--- src/design/usb_control_endpoint_responder_assert.svh ---
// assertion macros for the control endpoint responder
`ifndef USB_CONTROL_ENDPOINT_RESPONDER_ASSERT_SVH
`define USB_CONTROL_ENDPOINT_RESPONDER_ASSERT_SVH

// check that a condition implies a consequence on the same edge
`define UCE_ASSERT_IMP(label, clk, rst_n, cond, cons) \
  label: assert property (@(posedge clk) disable iff (!rst_n) (cond) |-> (cons)) \
    else $error("assertion failed");

// check that a condition implies a consequence on the next edge
`define UCE_ASSERT_NEXT(label, clk, rst_n, cond, cons) \
  label: assert property (@(posedge clk) disable iff (!rst_n) (cond) |=> (cons)) \
    else $error("assertion failed");

`endif

--- src/design/uce_pkg.sv ---
// ----------------------------------------------------------------------------
// uce_pkg
// types and constants shared by the control endpoint responder
// ----------------------------------------------------------------------------
`default_nettype none
package uce_pkg;
  localparam int unsigned NumEndpointsDefault = 16;
  localparam int unsigned MaxPacketDefault    = 64;
  localparam int unsigned CfgIdxW             = 2;
  localparam int unsigned CfgDataW            = 10;

  localparam logic [1:0] CfgCfgLen     = 2'd0;
  localparam logic [1:0] CfgTestLen    = 2'd1;
  localparam logic [1:0] CfgTestPresent = 2'd2;
  localparam logic [1:0] CfgCtrlEp     = 2'd3;

  localparam logic [1:0] FuncSetup = 2'd0;
  localparam logic [1:0] FuncOut   = 2'd1;
  localparam logic [1:0] FuncInDone = 2'd2;
  localparam logic [1:0] FuncReset = 2'd3;

  localparam logic [1:0] ActNone  = 2'd0;
  localparam logic [1:0] ActData  = 2'd1;
  localparam logic [1:0] ActZlp   = 2'd2;
  localparam logic [1:0] ActStall = 2'd3;

  localparam logic [2:0] SrcDevDesc = 3'd0;
  localparam logic [2:0] SrcCfgDesc = 3'd1;
  localparam logic [2:0] SrcCfgVal  = 3'd2;
  localparam logic [2:0] SrcStatus  = 3'd3;
  localparam logic [2:0] SrcZeros   = 3'd4;
  localparam logic [2:0] SrcTest    = 3'd5;

  localparam logic [1:0] HaltNone  = 2'd0;
  localparam logic [1:0] HaltSet   = 2'd1;
  localparam logic [1:0] HaltClear = 2'd2;

  localparam logic [7:0] ReqGetStatus  = 8'd0;
  localparam logic [7:0] ReqClrFeature = 8'd1;
  localparam logic [7:0] ReqSetFeature = 8'd3;
  localparam logic [7:0] ReqSetAddress = 8'd5;
  localparam logic [7:0] ReqGetDesc    = 8'd6;
  localparam logic [7:0] ReqGetConfig  = 8'd8;
  localparam logic [7:0] ReqSetConfig  = 8'd9;
  localparam logic [7:0] ReqGetIface   = 8'd10;
  localparam logic [7:0] ReqSetIface   = 8'd11;
  localparam logic [7:0] ReqSynchFrame = 8'd12;
  localparam logic [7:0] ReqVendorTest = 8'h7C;

  localparam logic [7:0] DescDevice = 8'h01;
  localparam logic [7:0] DescConfig = 8'h02;
  localparam logic [9:0] DevDescLen = 10'd18;

  // classified request kind handed from front to back
  typedef enum logic [3:0] {
    KStall, KDevDesc, KCfgDesc, KSetAddr, KSetCfg, KGetCfg, KSetFeat, KClrFeat,
    KGetStatus, KSetIface, KGetIface, KSynch, KVendor, KOut, KInDone, KBusReset
  } kind_e;

  typedef struct packed {
    logic [1:0]  func;
    logic [6:0]  pkt_len;
    logic [7:0]  request_type;
    logic [7:0]  request;
    logic [15:0] setup_value;
    logic [15:0] setup_index;
    logic [15:0] setup_length;
  } in_item_t;

  typedef struct packed {
    logic [1:0]  action;
    logic [2:0]  data_source;
    logic [9:0]  send_len;
    logic        multi_packet;
    logic        add_zlp;
    logic [15:0] status_word;
    logic [7:0]  ep_num;
    logic        ep_dir_in;
    logic [1:0]  halt_op;
    logic        apply_address;
    logic [6:0]  device_address;
    logic [1:0]  usb_state;
  } out_item_t;

  typedef struct packed {
    kind_e       kind;
    logic        pkt_ok;
    logic [4:0]  recip;
    logic [7:0]  ep;
    logic        dir;
    logic [7:0]  value_lo;
    logic        value_zero;
    logic [9:0]  len;       // low ten bits of the requested length
    logic        len_big;   // requested length above 1023
  } cmd_t;
endpackage
`default_nettype wire

--- src/design/uce_front.sv ---
// ----------------------------------------------------------------------------
// uce_front
// accepts events and classifies setup requests into commands
// ----------------------------------------------------------------------------
`default_nettype none
module uce_front (
  input  wire                 clk_i,
  input  wire                 rst_ni,
  input  wire                 valid_i,
  output logic                stall_o,
  input  uce_pkg::in_item_t   item_i,
  input  wire                 test_present_i,
  output logic                cmd_valid_o,
  input  wire                 cmd_stall_i,
  output uce_pkg::cmd_t       cmd_o
);
  import uce_pkg::*;

  cmd_t cmd_d, cmd_q;
  logic vld_q;
  kind_e k;

  always_comb begin
    k = KStall;
    case (item_i.func)
      FuncSetup: begin
        case (item_i.request)
          ReqGetDesc: begin
            if (item_i.setup_value[15:8] == DescDevice) k = KDevDesc;
            else if (item_i.setup_value[15:8] == DescConfig) k = KCfgDesc;
            else k = KStall;
          end
          ReqSetAddress: k = KSetAddr;
          ReqSetConfig:  k = KSetCfg;
          ReqGetConfig:  k = KGetCfg;
          ReqSetFeature: k = KSetFeat;
          ReqClrFeature: k = KClrFeat;
          ReqGetStatus:  k = KGetStatus;
          ReqSetIface:   k = KSetIface;
          ReqGetIface:   k = KGetIface;
          ReqSynchFrame: k = KSynch;
          default: begin
            if (item_i.request_type[6:5] == 2'b10 && test_present_i
                && item_i.request == ReqVendorTest) k = KVendor;
            else k = KStall;
          end
        endcase
      end
      FuncOut:    k = KOut;
      FuncInDone: k = KInDone;
      default:    k = KBusReset;
    endcase
    cmd_d.kind       = k;
    cmd_d.pkt_ok     = (item_i.func == FuncSetup) ? (item_i.pkt_len == 7'd8)
                                                   : (item_i.pkt_len == 7'd0);
    cmd_d.recip      = item_i.request_type[4:0];
    cmd_d.ep         = item_i.setup_index[7:0];
    cmd_d.dir        = item_i.request_type[7];
    cmd_d.value_lo   = item_i.setup_value[7:0];
    cmd_d.value_zero = (item_i.setup_value == 16'd0);
    cmd_d.len        = item_i.setup_length[9:0];
    cmd_d.len_big    = |item_i.setup_length[15:10];
  end

  assign stall_o     = vld_q && cmd_stall_i;
  assign cmd_valid_o = vld_q;
  assign cmd_o       = cmd_q;

  always_ff @(posedge clk_i or negedge rst_ni) begin
    if (!rst_ni) begin
      vld_q <= 1'b0;
    end else if (!stall_o) begin
      vld_q <= valid_i;
    end
  end

  always_ff @(posedge clk_i) begin
    if (!stall_o && valid_i) cmd_q <= cmd_d;
  end
endmodule
`default_nettype wire

--- src/design/uce_fifo.sv ---
// ----------------------------------------------------------------------------
// uce_fifo
// two-entry command queue between classifier and executor
// ----------------------------------------------------------------------------
`default_nettype none
module uce_fifo (
  input  wire            clk_i,
  input  wire            rst_ni,
  input  wire            in_valid_i,
  output logic           in_stall_o,
  input  uce_pkg::cmd_t  in_cmd_i,
  output logic           out_valid_o,
  input  wire            out_stall_i,
  output uce_pkg::cmd_t  out_cmd_o
);
  import uce_pkg::*;

  cmd_t mem_q [2];
  logic wp_q, rp_q;
  logic [1:0] cnt_q;
  logic push, pop;

  assign in_stall_o  = (cnt_q == 2'd2);
  assign out_valid_o = (cnt_q != 2'd0);
  assign push = in_valid_i && !in_stall_o;
  assign pop  = out_valid_o && !out_stall_i;
  assign out_cmd_o = mem_q[rp_q];

  always_ff @(posedge clk_i or negedge rst_ni) begin
    if (!rst_ni) begin
      wp_q <= 1'b0; rp_q <= 1'b0; cnt_q <= 2'd0;
    end else begin
      if (push) wp_q <= ~wp_q;
      if (pop) rp_q <= ~rp_q;
      cnt_q <= cnt_q + {1'b0, push} - {1'b0, pop};
    end
  end

  always_ff @(posedge clk_i) begin
    if (push) mem_q[wp_q] <= in_cmd_i;
  end
endmodule
`default_nettype wire

--- src/design/uce_back.sv ---
// ----------------------------------------------------------------------------
// uce_back
// executes commands against the control state and registers the result
// ----------------------------------------------------------------------------
`default_nettype none
module uce_back #(
  parameter int unsigned NumEndpoints = uce_pkg::NumEndpointsDefault,
  parameter int unsigned MaxPacket    = uce_pkg::MaxPacketDefault
) (
  input  wire                 clk_i,
  input  wire                 rst_ni,
  input  wire                 cmd_valid_i,
  output logic                cmd_stall_o,
  input  uce_pkg::cmd_t       cmd_i,
  input  wire  [9:0]          cfg_len_i,
  input  wire  [9:0]          test_len_i,
  output logic                valid_o,
  input  wire                 stall_i,
  output uce_pkg::out_item_t  item_o
);
  import uce_pkg::*;
`include "usb_control_endpoint_responder_assert.svh"

  typedef enum logic [2:0] {
    StIdle    = 3'd0,
    StWaitIn  = 3'd1,
    StStatOut = 3'd2,
    StAddrIn  = 3'd3,
    StCfgIn   = 3'd4,
    StStatIn  = 3'd5
  } stage_e;

  localparam logic [9:0] MaxPkt = 10'(MaxPacket);

  stage_e stage_q, stage_d;
  logic [1:0] dev_q, dev_d;
  logic [6:0] paddr_q, paddr_d;
  logic [7:0] pcfg_q, pcfg_d, ccfg_q, ccfg_d;
  logic [2*NumEndpoints-1:0] halt_q, halt_d;
  out_item_t res_d, res_q;
  logic vld_q, take;
  logic [9:0] wl, ln;
  logic ep_ok;
  logic [$clog2(2*NumEndpoints)-1:0] hbit;

  function automatic logic [9:0] min10(input logic [9:0] a, input logic [9:0] b);
    min10 = (a < b) ? a : b;
  endfunction

  assign cmd_stall_o = vld_q && stall_i;
  assign take = cmd_valid_i && !cmd_stall_o;
  assign valid_o = vld_q;
  assign item_o = res_q;

  always_comb begin
    stage_d = stage_q; dev_d = dev_q; paddr_d = paddr_q;
    pcfg_d = pcfg_q; ccfg_d = ccfg_q; halt_d = halt_q;
    res_d = '0;
    wl = cmd_i.len_big ? 10'h3FF : cmd_i.len;
    ln = '0;
    ep_ok = ({24'd0, cmd_i.ep} < 32'(NumEndpoints));
    hbit = ($clog2(2*NumEndpoints))'({cmd_i.ep, cmd_i.dir});
    case (cmd_i.kind)
      KOut: begin
        if (stage_q == StStatOut && cmd_i.pkt_ok) stage_d = StIdle;
        else begin res_d.action = ActStall; stage_d = StIdle; end
      end
      KInDone: begin
        case (stage_q)
          StAddrIn: begin
            res_d.apply_address = 1'b1; res_d.device_address = paddr_q;
            dev_d = 2'd1; stage_d = StIdle;
          end
          StCfgIn: begin
            ccfg_d = pcfg_q; dev_d = (pcfg_q != 8'd0) ? 2'd2 : 2'd1;
            stage_d = StIdle;
          end
          StStatIn: stage_d = StIdle;
          StWaitIn: stage_d = StStatOut;
          default: ;
        endcase
      end
      KBusReset: begin stage_d = StIdle; dev_d = 2'd0; end
      default: begin
        if (stage_q != StIdle || !cmd_i.pkt_ok || cmd_i.kind == KStall
            || ((cmd_i.kind == KSetFeat || cmd_i.kind == KClrFeat)
                && !cmd_i.value_zero)) begin
          res_d.action = ActStall; stage_d = StIdle;
        end else begin
          res_d.action = ActData; stage_d = StWaitIn;
          case (cmd_i.kind)
            KDevDesc: begin res_d.data_source = SrcDevDesc; ln = min10(DevDescLen, wl); end
            KCfgDesc: begin
              res_d.data_source = SrcCfgDesc; ln = min10(cfg_len_i, wl);
              if (ln >= MaxPkt) begin
                res_d.multi_packet = 1'b1;
                res_d.add_zlp = cmd_i.len_big || (cmd_i.len > cfg_len_i);
              end
            end
            KGetCfg: begin
              res_d.data_source = SrcCfgVal; ln = min10(10'd1, wl);
              res_d.status_word = {8'd0, ccfg_q};
            end
            KGetStatus: begin
              res_d.data_source = SrcStatus; ln = min10(10'd2, wl);
              if (cmd_i.recip == 5'd0) res_d.status_word = 16'd1;
              else if (cmd_i.recip == 5'd2 && ep_ok)
                res_d.status_word = {15'd0, halt_q[hbit]};
            end
            KGetIface: begin res_d.data_source = SrcZeros; ln = min10(10'd1, wl); end
            KSynch:    begin res_d.data_source = SrcZeros; ln = min10(10'd2, wl); end
            KVendor:   begin res_d.data_source = SrcTest; ln = min10(test_len_i, wl); end
            KSetAddr: begin
              res_d.action = ActZlp; stage_d = StAddrIn;
              paddr_d = cmd_i.value_lo[6:0];
            end
            KSetCfg: begin
              res_d.action = ActZlp; stage_d = StCfgIn; pcfg_d = cmd_i.value_lo;
            end
            KSetIface: begin res_d.action = ActZlp; stage_d = StStatIn; end
            default: begin
              res_d.action = ActZlp; stage_d = StStatIn;
              res_d.ep_num = cmd_i.ep; res_d.ep_dir_in = cmd_i.dir;
              res_d.halt_op = (cmd_i.kind == KSetFeat) ? HaltSet : HaltClear;
              if (ep_ok) halt_d[hbit] = (cmd_i.kind == KSetFeat);
            end
          endcase
          res_d.send_len = (res_d.multi_packet || ln < MaxPkt) ? ln : MaxPkt;
        end
      end
    endcase
    res_d.usb_state = dev_d;
  end

  always_ff @(posedge clk_i or negedge rst_ni) begin
    if (!rst_ni) begin
      stage_q <= StIdle; dev_q <= 2'd0; paddr_q <= '0; pcfg_q <= '0;
      ccfg_q <= '0; halt_q <= '0; vld_q <= 1'b0; res_q <= '0;
    end else begin
      if (!cmd_stall_o) vld_q <= cmd_valid_i;
      if (take) begin
        stage_q <= stage_d; dev_q <= dev_d; paddr_q <= paddr_d;
        pcfg_q <= pcfg_d; ccfg_q <= ccfg_d; halt_q <= halt_d;
        res_q <= res_d;
      end
    end
  end

  `UCE_ASSERT_IMP(a_len_max, clk_i, rst_ni, valid_o && !item_o.multi_packet,
                  item_o.send_len <= MaxPkt)
  `UCE_ASSERT_IMP(a_stall_clean, clk_i, rst_ni, valid_o && item_o.action == ActStall,
                  item_o.send_len == 10'd0 && item_o.halt_op == HaltNone)
  `UCE_ASSERT_NEXT(a_stall_idle, clk_i, rst_ni, take && res_d.action == ActStall,
                   stage_q == StIdle)
endmodule
`default_nettype wire

--- src/design/usb_control_endpoint_responder.sv ---
// ----------------------------------------------------------------------------
// usb_control_endpoint_responder
// endpoint zero responder for usb control transfers
// ----------------------------------------------------------------------------
// One result per event. A front stage registers and classifies each event,
// a two-entry queue decouples it from the executor, which updates the control
// state and registers the result. Events pass front, queue and executor in
// order; a new event is accepted every cycle while the output is taken.
`default_nettype none
module usb_control_endpoint_responder #(
  parameter int unsigned NumEndpoints = uce_pkg::NumEndpointsDefault,
  parameter int unsigned MaxPacket    = uce_pkg::MaxPacketDefault
) (
  input  wire                              clk_i,
  input  wire                              rst_ni,
  input  wire                              valid_i,
  output logic                             stall_o,
  input  uce_pkg::in_item_t                in_item_i,
  output logic                             valid_o,
  input  wire                              stall_i,
  output uce_pkg::out_item_t               out_item_o,
  input  wire                              cfg_we_i,
  input  wire  [uce_pkg::CfgIdxW-1:0]      cfg_idx_i,
  input  wire  [uce_pkg::CfgDataW-1:0]     cfg_data_i
);
  import uce_pkg::*;

  logic [9:0] cfg_len_q, test_len_q;
  logic test_present_q;
  logic f_vld, f_stall, b_vld, b_stall;
  cmd_t f_cmd, b_cmd;

  // the control endpoint number has no effect on any result
  always_ff @(posedge clk_i or negedge rst_ni) begin
    if (!rst_ni) begin
      cfg_len_q <= '0; test_len_q <= '0; test_present_q <= 1'b0;
    end else if (cfg_we_i) begin
      case (cfg_idx_i)
        CfgCfgLen:      cfg_len_q <= cfg_data_i;
        CfgTestLen:     test_len_q <= cfg_data_i;
        CfgTestPresent: test_present_q <= cfg_data_i[0];
        CfgCtrlEp:      ;
        default: ;
      endcase
    end
  end

  uce_front u_front (
    .clk_i, .rst_ni, .valid_i, .stall_o, .item_i(in_item_i),
    .test_present_i(test_present_q),
    .cmd_valid_o(f_vld), .cmd_stall_i(f_stall), .cmd_o(f_cmd)
  );

  uce_fifo u_fifo (
    .clk_i, .rst_ni, .in_valid_i(f_vld), .in_stall_o(f_stall), .in_cmd_i(f_cmd),
    .out_valid_o(b_vld), .out_stall_i(b_stall), .out_cmd_o(b_cmd)
  );

  uce_back #(.NumEndpoints(NumEndpoints), .MaxPacket(MaxPacket)) u_back (
    .clk_i, .rst_ni, .cmd_valid_i(b_vld), .cmd_stall_o(b_stall), .cmd_i(b_cmd),
    .cfg_len_i(cfg_len_q), .test_len_i(test_len_q),
    .valid_o, .stall_i, .item_o(out_item_o)
  );
endmodule
`default_nettype wire
--- config.mk ---
export PLATFORM = sky130hd
export DESIGN_NAME = usb_control_endpoint_responder
export DESIGN_NICKNAME = d
export VERILOG_FILES = /design/src/design/uce_pkg.sv /design/src/design/uce_front.sv /design/src/design/uce_fifo.sv /design/src/design/uce_back.sv /design/src/design/usb_control_endpoint_responder.sv
export VERILOG_INCLUDE_DIRS = /design/src /design/src/design
export SDC_FILE = /design/constraint.sdc
export NUM_CORES = 1
export LEC_CHECK = 0
export BUFFER_PORTS_ARGS = -buffer_cell sky130_fd_sc_hd__buf_2
export CAP_MARGIN = 20
export CORE_UTILIZATION = 58
export DETAILED_ROUTE_END_ITERATION = 12
export PLACE_DENSITY = 0.8
export SETUP_SLACK_MARGIN = 0.5
export SYNTH_ARGS = -nofsm -noshare
export SYNTH_HDL_FRONTEND = slang
export SYNTH_HIERARCHICAL = 1
export SYNTH_SLANG_ARGS = --single-unit
--- constraint.sdc ---
create_clock -name clk_i -period 5.3 [get_ports clk_i]
set_input_delay 0.265 -clock clk_i [delete_from_list [all_inputs] [get_ports clk_i]]
set_output_delay 0.265 -clock clk_i [all_outputs]
set_load 0.05 [all_outputs]
==> run_results.csv, run 1 <==
group,metric,value,unit
outcome,status,"finished clean",
worst_hold_path,whs_path_depth,3,
synthesis,synth_common_cells,"dfrtp_1, edfxtp_1, mux2_2, nand2_1, o21ai_0",
clock_network,cts_root_buffer,"clkbuf_16",
setup_path,cp-end-kind,"flop",
power,p_int,4.34,mW
synthesis,synth_top_area_frac,0.301,
die,die_x,144,µm
synthesis,synth-main-ff-cell,"dfrtp_1",
place,dpl_cell_area,12500,µm²
timing,finClkSkew,0.0179,ns
layout,nets,1188,
setup_path,worstPathMaxFanout,25,
power,p_sw,2.46,mW
synthesis,yosysMostFrequentCell,"dfrtp_1",
synthesis,syn_avg_cell_area,13.0,µm²
synthesis,synth-edff-count,117,
route,drtIter0Drc,566,
timing,period_needed,4.08,ns
power,p_seq_frac,0.391,
power,clockPowerShare,0.258,
timing,hold_violations,0,
synthesis,netlist-cell-type-count,85,
clock_network,cts_buffer_depth,3,
die,start_util,0.595,
power,powerDensity,490,nW/µm²
grt,grt_pass1_wl,41.1,mm
route,drt_wl_total,25.7,mm
grt,grt_pass1_vias,8007,
synthesis,synthCells,894,
die,core,19600,µm²
place,place_congestion,0.910,
worst_hold_path,hp-class,"input pin to flop",
setup_path,path_class,"flop to flop",
synthesis,ys_ff_latch,248,
timing,max_slew.worst_pin.slew,0.990,ns
die,num_rows,51,
synthesis,ys_warn_count,6,
layout,layoutNonFillerInstCount,1352,
route,ant_nets,0,
timing,final-setup-viol-count,0,
die,die_y,144,µm
clock_network,clk_pin_slew,0.06,ns
flow_run,maxCapViolations,0,
route,post-route-drc-count,0,
layout,design_area,13900,µm²
place,post-place-ws,1.32,ns
clock_network,clk_latency,0.54,ns
route,wl_per_cell,19.0,µm
timing,setup_tns,0,ns
grt,grt.total_usage,0.257,
setup_path,rr_worst_depth,11,
place,portBuffers,129,
die,ios,146,
synthesis,synthArstFlopShare,0.528,
power,combPwrFrac,0.351,
setup_path,critPathLaunchType,"flop",
route,vias,8149,
power,ir_drop,318,µV
clock_network,tritoncts,"built",
timing,slew_headroom,0.340,
synthesis,ys_seq_area_frac,0.583,
power,p_total,6.80,mW
setup_path,crit_arrival,4.52,ns
power,p_leak,5.93,nW
timing,period_share,0.769,
place,dp_hpwl,16.7,mm
grt,globalRouteOverflowTotal,0,
grt,antenna_found_initial,0,
setup_path,required,5.74,ns
route,via_per_inst,6.03,
timing,fin_ws,1.22,ns
timing,rsz0062_at_grt,"no",
grt,grt_max_degree,81,
route,first_pass_iters,6,
timing,max_freq,245,MHz
power,swShare,0.361,
clock_network,cts_made_buffers,25,
synthesis,synth_area_leaders,"edfxtp_1, dfrtp_1, mux2_2",
synthesis,syn_area,11700,µm²
clock_network,cts.sinks,248,
timing,drv_slew,0,
clock_network,cts_htree_levels,1,
layout,drive_above_1_share,0.294,
layout,diodes,0,
synthesis,yosysTopAreaCell,"edfxtp_1",
die,fp.dieArea,20700,µm²
layout,areaGrowthSynthToFinish,19.2,%
place,dp_cells,1253,
metal layers:
layer / vias up / track usage / routed length [µm]
li1: 3757 / - / -
met1: 4035 / 0.336 / 10800
met2: 313 / 0.435 / 12600
met3: 44 / 0.0460 / 1680
met4: 0 / 0.0834 / 605
met5: - / 0 / 0
registers in the layout (all words and copies together), names as in the netlist:
| signal | count |
|---|---|
| u_back/pcfg_q | 8 |
| u_back/paddr_q | 7 |
| u_back/stage_q | 3 |
| u_front/cmd_o | 39 |
| u_back/ccfg_q | 8 |
| u_fifo/wp_q | 1 |
| u_fifo/rp_q | 1 |
| test_len_q | 10 |
| u_back/halt_q | 32 |
| u_front/cmd_valid_o | 1 |
| u_back/valid_o | 1 |
| u_back/item_o | 46 |
| cfg_len_q | 10 |
| u_fifo/mem_q | 78 |
| u_fifo/cnt_q | 2 |
| test_present_q | 1 |
final timing paths:
kind,startpoint,to,slack (ns)
max,u_fifo/rp_q,u_back/item_o[40],1.22
min,stall_i,u_back/valid_o,0.1
max reg2reg,u_fifo/rp_q,u_back/item_o[40],1.22
min reg2reg,u_front/cmd_o[27],u_fifo/mem_q[1][27],0.44
max in group asynchronous,rst_ni,u_back/item_o[4],3.83
min in group asynchronous,rst_ni,test_len_q[9],0.13
worst max-delay path, stage by stage (launching register included):
cell and delay [ns]:
dfrtp_1 0.38, mux2_2 0.54, or2_2 0.41, inv_1 0.11, ha_1 0.25, a31oi_1 0.25, o221ai_1 0.33, nor2_1 0.41
o21ai_0 0.15, a22o_1 0.29, or4_4 0.60, a221oi_2 0.25
cells by family after synthesis:
group	synth area share
other cells	0.000322
simple gates	0.0959
flops	0.583
fa+ha+maj	0.0322
mux	0.121
xor+xnor	0.00676
buf+inv	0.0340
compound gates	0.127
stage by stage:
step           hold slack (ns)  utilization
3_3_place_gp             0.425        0.636
5_1_grt                  0.109        0.709
4_1_cts                 0.0822        0.705
3_5_place_dp             0.431        0.637
6_report                0.0993        0.709
2_1_floorplan          -0.0306            -
power groups by stage:
stage | registers, mW | clock network [mW] | logic (mW)
detailed placement | 2.69 | 0 | 2.28
CTS | 2.66 | 1.79 | 2.32
global route | 2.70 | 1.87 | 2.59
floorplan | 2.83 | 0 | 1.58
finish | 2.66 | 1.75 | 2.39
global placement | 2.67 | 0 | 2.22
layout by cell type, fill, tap and decap left out, drive strengths merged, types with 11 or more instances in the layout:
cell         synthesis  layout
inv                 26      28
nand2               60      60
buf                 25     144
nor3                11      11
o31ai               20      20
nor2                36      36
ha                  30      30
nor4                15      15
dfrtp              131     131
a21oi               25      25
dlygate4sd3          0      49
edfxtp             117     117
o21ai               42      42
nand2b              13      13
a22o                29      29
clkbuf              28      39
nand3               14      14
mux2               103     103
area by class of cell:
cell class              count  area [µm²]
flip-flops and latches    248        6790
fillers                  1330        5700
multi-input cells         574        4510
repair buffers            193        1320
clock buffers              39         751
well taps                 265         332
inverters                  26        97.6
clock inverters             7        82.6
what timing repair did:
item,4_1_cts,5_1_grt
hold buffers,49,0
hold endpoints to repair,134,0
gates resized for setup,0,0
setup buffers,0,0
Power figures use the tool's default switching activity.
==> inputs of run 2 (changes only) <==
--- a/config.mk
+++ b/config.mk
@@ -6,11 +6,12 @@
 export SDC_FILE = /design/constraint.sdc
 export NUM_CORES = 1
 export LEC_CHECK = 0
+export ABC_AREA = 1
 export BUFFER_PORTS_ARGS = -buffer_cell sky130_fd_sc_hd__buf_2
 export CAP_MARGIN = 20
-export CORE_UTILIZATION = 58
+export CORE_UTILIZATION = 53
 export DETAILED_ROUTE_END_ITERATION = 12
-export PLACE_DENSITY = 0.8
+export PLACE_DENSITY = 0.77
 export SETUP_SLACK_MARGIN = 0.5
 export SYNTH_ARGS = -nofsm -noshare
 export SYNTH_HDL_FRONTEND = slang
==> constraint.sdc (replaced) <==
create_clock -name clk_i -period 3.5 [get_ports clk_i]
set_input_delay 0.175 -clock clk_i [delete_from_list [all_inputs] [get_ports clk_i]]
set_output_delay 0.175 -clock clk_i [all_outputs]
set_load 0.05 [all_outputs]
==> run 2 against run 1 <==
Effect of this change:
- clock power grew 57%
- fmax up 45%
- power is 60% higher
- global-route usage shrank 1.3 points
- die area grew 10%
- sequential share of layout area decreased by 0.84 points
- flip-flop and latch count is the same
- routed wire length rose by 6.4%
- synthesized cell count is 43% higher
- final cell count increased by 31%
- clock-buffer cell count decreased by 5
==> run_results.csv, run 2 <==
group,metric,value,unit
outcome,status,"finished clean",
layout,diodes,0,
timing,max_slew.worst_pin.slew,1.05,ns
flow_run,maxCapViolations,0,
setup_path,rr_worst_depth,19,
route,first_pass_iters,5,
setup_path,reg2reg_slack,0.69,ns
layout,areaGrowthSynthToFinish,19.9,%
synthesis,syn_area,11800,µm²
route,drtIter0Drc,758,
synthesis,syn_avg_cell_area,9.23,µm²
die,fp.dieArea,22800,µm²
timing,max_freq,356,MHz
grt,grt_pass1_vias,8846,
setup_path,cp-end-kind,"flop",
synthesis,synth_area_leaders,"edfxtp_1, dfrtp_1, nand2_1",
grt,met3_usage,0.0331,
route,vias,9455,
layout,top_register,"u_fifo/mem_q",
timing,period_needed,2.81,ns
layout,regArea,6790,µm²
synthesis,synthMuxAreaShare,0.000956,
synthesis,synth_top_family_by_area,"simple AND/OR/NAND/NOR gates",
worst_hold_path,hp-class,"input pin to flop",
synthesis,synth_fa_ha_area_frac,0.0319,
setup_path,r2r-end,"u_back/item_o[45]",
power,swShare,0.401,
setup_path,regToRegStartpoint,"u_fifo/rp_q",
setup_path,path_class,"flop to flop",
synthesis,yosysTopAreaCell,"edfxtp_1",
layout,nets,1588,
die,core,21800,µm²
clock_network,cts.sinks,248,
setup_path,crit_arrival,3.22,ns
grt,globalRouteOverflowTotal,0,
grt,grt_max_degree,132,
synthesis,synthArstFlopShare,0.528,
synthesis,synth_compound_area_frac,0.0708,
layout,layout_commonest_cell,"nand2_1",
layout,largest_reg_flops,78,
synthesis,yosysMostFrequentCell,"nand2_1",
clock_network,clk_pin_slew,0.06,ns
clock_network,cts_buffer_depth,3,
timing,slew_headroom,0.302,
die,ios,146,
setup_path,worstPathMaxFanout,11,
grt,grt.total_usage,0.244,
place,place_congestion,0.944,
clock_network,tritoncts,"built",
timing,rsz0062_at_grt,"yes",
synthesis,yosys.area_share.xor_xnor,0,
timing,hold_violations,0,
synthesis,synth-edff-count,117,
setup_path,crit_start,"u_fifo/rp_q",
timing,setup_tns,0,ns
die,die_x,151,µm
power,p_seq_frac,0.374,
synthesis,ys_warn_count,6,
clock_network,cts_root_buffer,"clkbuf_16",
route,via_per_inst,5.35,
synthesis,synth_top_area_frac,0.298,
setup_path,critPathCapture,"u_back/item_o[45]",
setup_path,required,3.91,ns
die,start_util,0.540,
layout,drive_above_1_share,0.178,
grt,grtUsageMet2,0.388,
power,p_int,6.51,mW
synthesis,synth-main-ff-cell,"dfrtp_1",
layout,n_fill_cell,1715,
power,combPwrFrac,0.373,
power,p_leak,6.64,nW
synthesis,ys_ff_latch,248,
grt,top_usage_layer,"met2",
synthesis,synth_common_cells,"nand2_1, nor2_1, dfrtp_1, edfxtp_1, inv_1",
route,post-route-drc-count,0,
timing,finClkSkew,0.0124,ns
power,p_sw,4.36,mW
grt,grt_pass1_wl,43.8,mm
die,num_rows,54,
power,ir_drop,474,µV
grt,use_met1,0.348,
synthesis,synthCells,1277,
power,p_total,10.9,mW
layout,multi_input_area,4350,µm²
clock_network,cts_htree_levels,1,
synthesis,ys_seq_area_frac,0.576,
clock_network,cts_made_buffers,25,
layout,final_cell_mix,"nand2_1, nor2_1, dfrtp_1, buf_2, edfxtp_1",
timing,final-setup-viol-count,0,
synthesis,synthSimpleGateAreaFrac,0.256,
route,ant_nets,0,
grt,antenna_found_initial,0,
place,dp_hpwl,18.5,mm
setup_path,critPathLaunchType,"flop",
route,drt_wl_total,27.3,mm
clock_network,clk_latency,0.52,ns
power,powerDensity,769,nW/µm²
timing,period_share,0.803,
route,wl_per_cell,15.5,µm
synthesis,netlist-cell-type-count,48,
place,portBuffers,129,
timing,drv_slew,0,
die,die_y,151,µm
power,clockPowerShare,0.253,
run 2: logic make-up after synthesis:
kind of cell	after synthesis
DFF	248
adders and majority gates	30
AOI/OAI and AO/OA	149
and+or+nand+nor	690
other	1
muxes	1
buffers and inverters	158
run 2: timing repair:
| item | CTS | global route |
|---|---|---|
| endpoints found under the hold margin | 188 | 0 |
| gates resized for setup | 2 | 17 |
| setup buffers | 0 | 3 |
| cloned | 0 | 0 |
| hold buffers | 50 | 0 |
| setup endpoints to repair | 14 | 44 |
| pin swaps | 0 | 3 |
run 2: stage by stage:
step | area (µm²) | setup WS, ns | hold WS, ns | std cells | utilization
4_1_cts | 14000 | 0.502 | 0.0321 | 1763 | 0.642
3_3_place_gp | 12600 | 0.447 | 0.347 | 1667 | 0.579
6_report | 14100 | 0.688 | 0.0453 | 1767 | 0.648
3_5_place_dp | 12600 | 0.386 | 0.350 | 1667 | 0.579
5_1_grt | 14100 | 0.441 | 0.0333 | 1767 | 0.648
2_1_floorplan | 11800 | 0.567 | -0.121 | 1284 | -
run 2: area by class of cell:
type                            count  area share
Sequential cell                   248       0.481
Multi-Input combinational cell    878       0.308
Timing Repair Buffer              195      0.0929
Clock buffer                       34      0.0522
Inverter                          120      0.0329
Tap cell                          280      0.0248
Clock inverter                     12     0.00877
run 2: critical path, cell delays in order, from the launching register on:
cell	delay, ns
dfrtp_2	0.46
buf_8	0.16
nand2_1	0.10
nand2_4	0.13
nor2_1	0.36
ha_1	0.32
nand2_1	0.07
nor2_1	0.05
nand2_1	0.07
nand2_1	0.06
nand2_2	0.15
nand3_1	0.17
nand3_2	0.11
nand2_2	0.06
nor2_2	0.11
nand2_2	0.07
nand2_4	0.08
nand2_1	0.06
nand2_1	0.05
nand2_1	0.04
run 2: worst min-delay path by stage:
stage,startpoint,slack [ns],cells past startpoint,to
2_1_floorplan,rst_ni,-0.12,0,cfg_len_q[0]
3_3_place_gp,rst_ni,0.35,2,test_len_q[8]
3_5_place_dp,rst_ni,0.35,2,u_back/item_o[48]
4_1_cts,in_item_i[70],0.03,3,u_front/cmd_o[34]
5_1_grt,in_item_i[70],0.03,3,u_front/cmd_o[34]
6_report,in_item_i[70],0.05,3,u_front/cmd_o[34]
run 2: metal layers:
| metal | share of wire | up-vias |
|---|---|---|
| met5 | 0 | - |
| met4 | 0.028 | 0 |
| met3 | 0.070 | 65 |
| met2 | 0.45 | 379 |
| met1 | 0.45 | 4413 |
| li1 | - | 4598 |
run 2: power by group through the flow:
stage | registers [mW] | clock network, mW | logic [mW]
2_1_floorplan | 4.39 | 0 | 2.49
3_3_place_gp | 4.08 | 0 | 3.68
3_5_place_dp | 4.11 | 0 | 3.78
4_1_cts | 4.06 | 2.79 | 3.88
5_1_grt | 4.12 | 2.91 | 4.47
6_report | 4.07 | 2.75 | 4.05
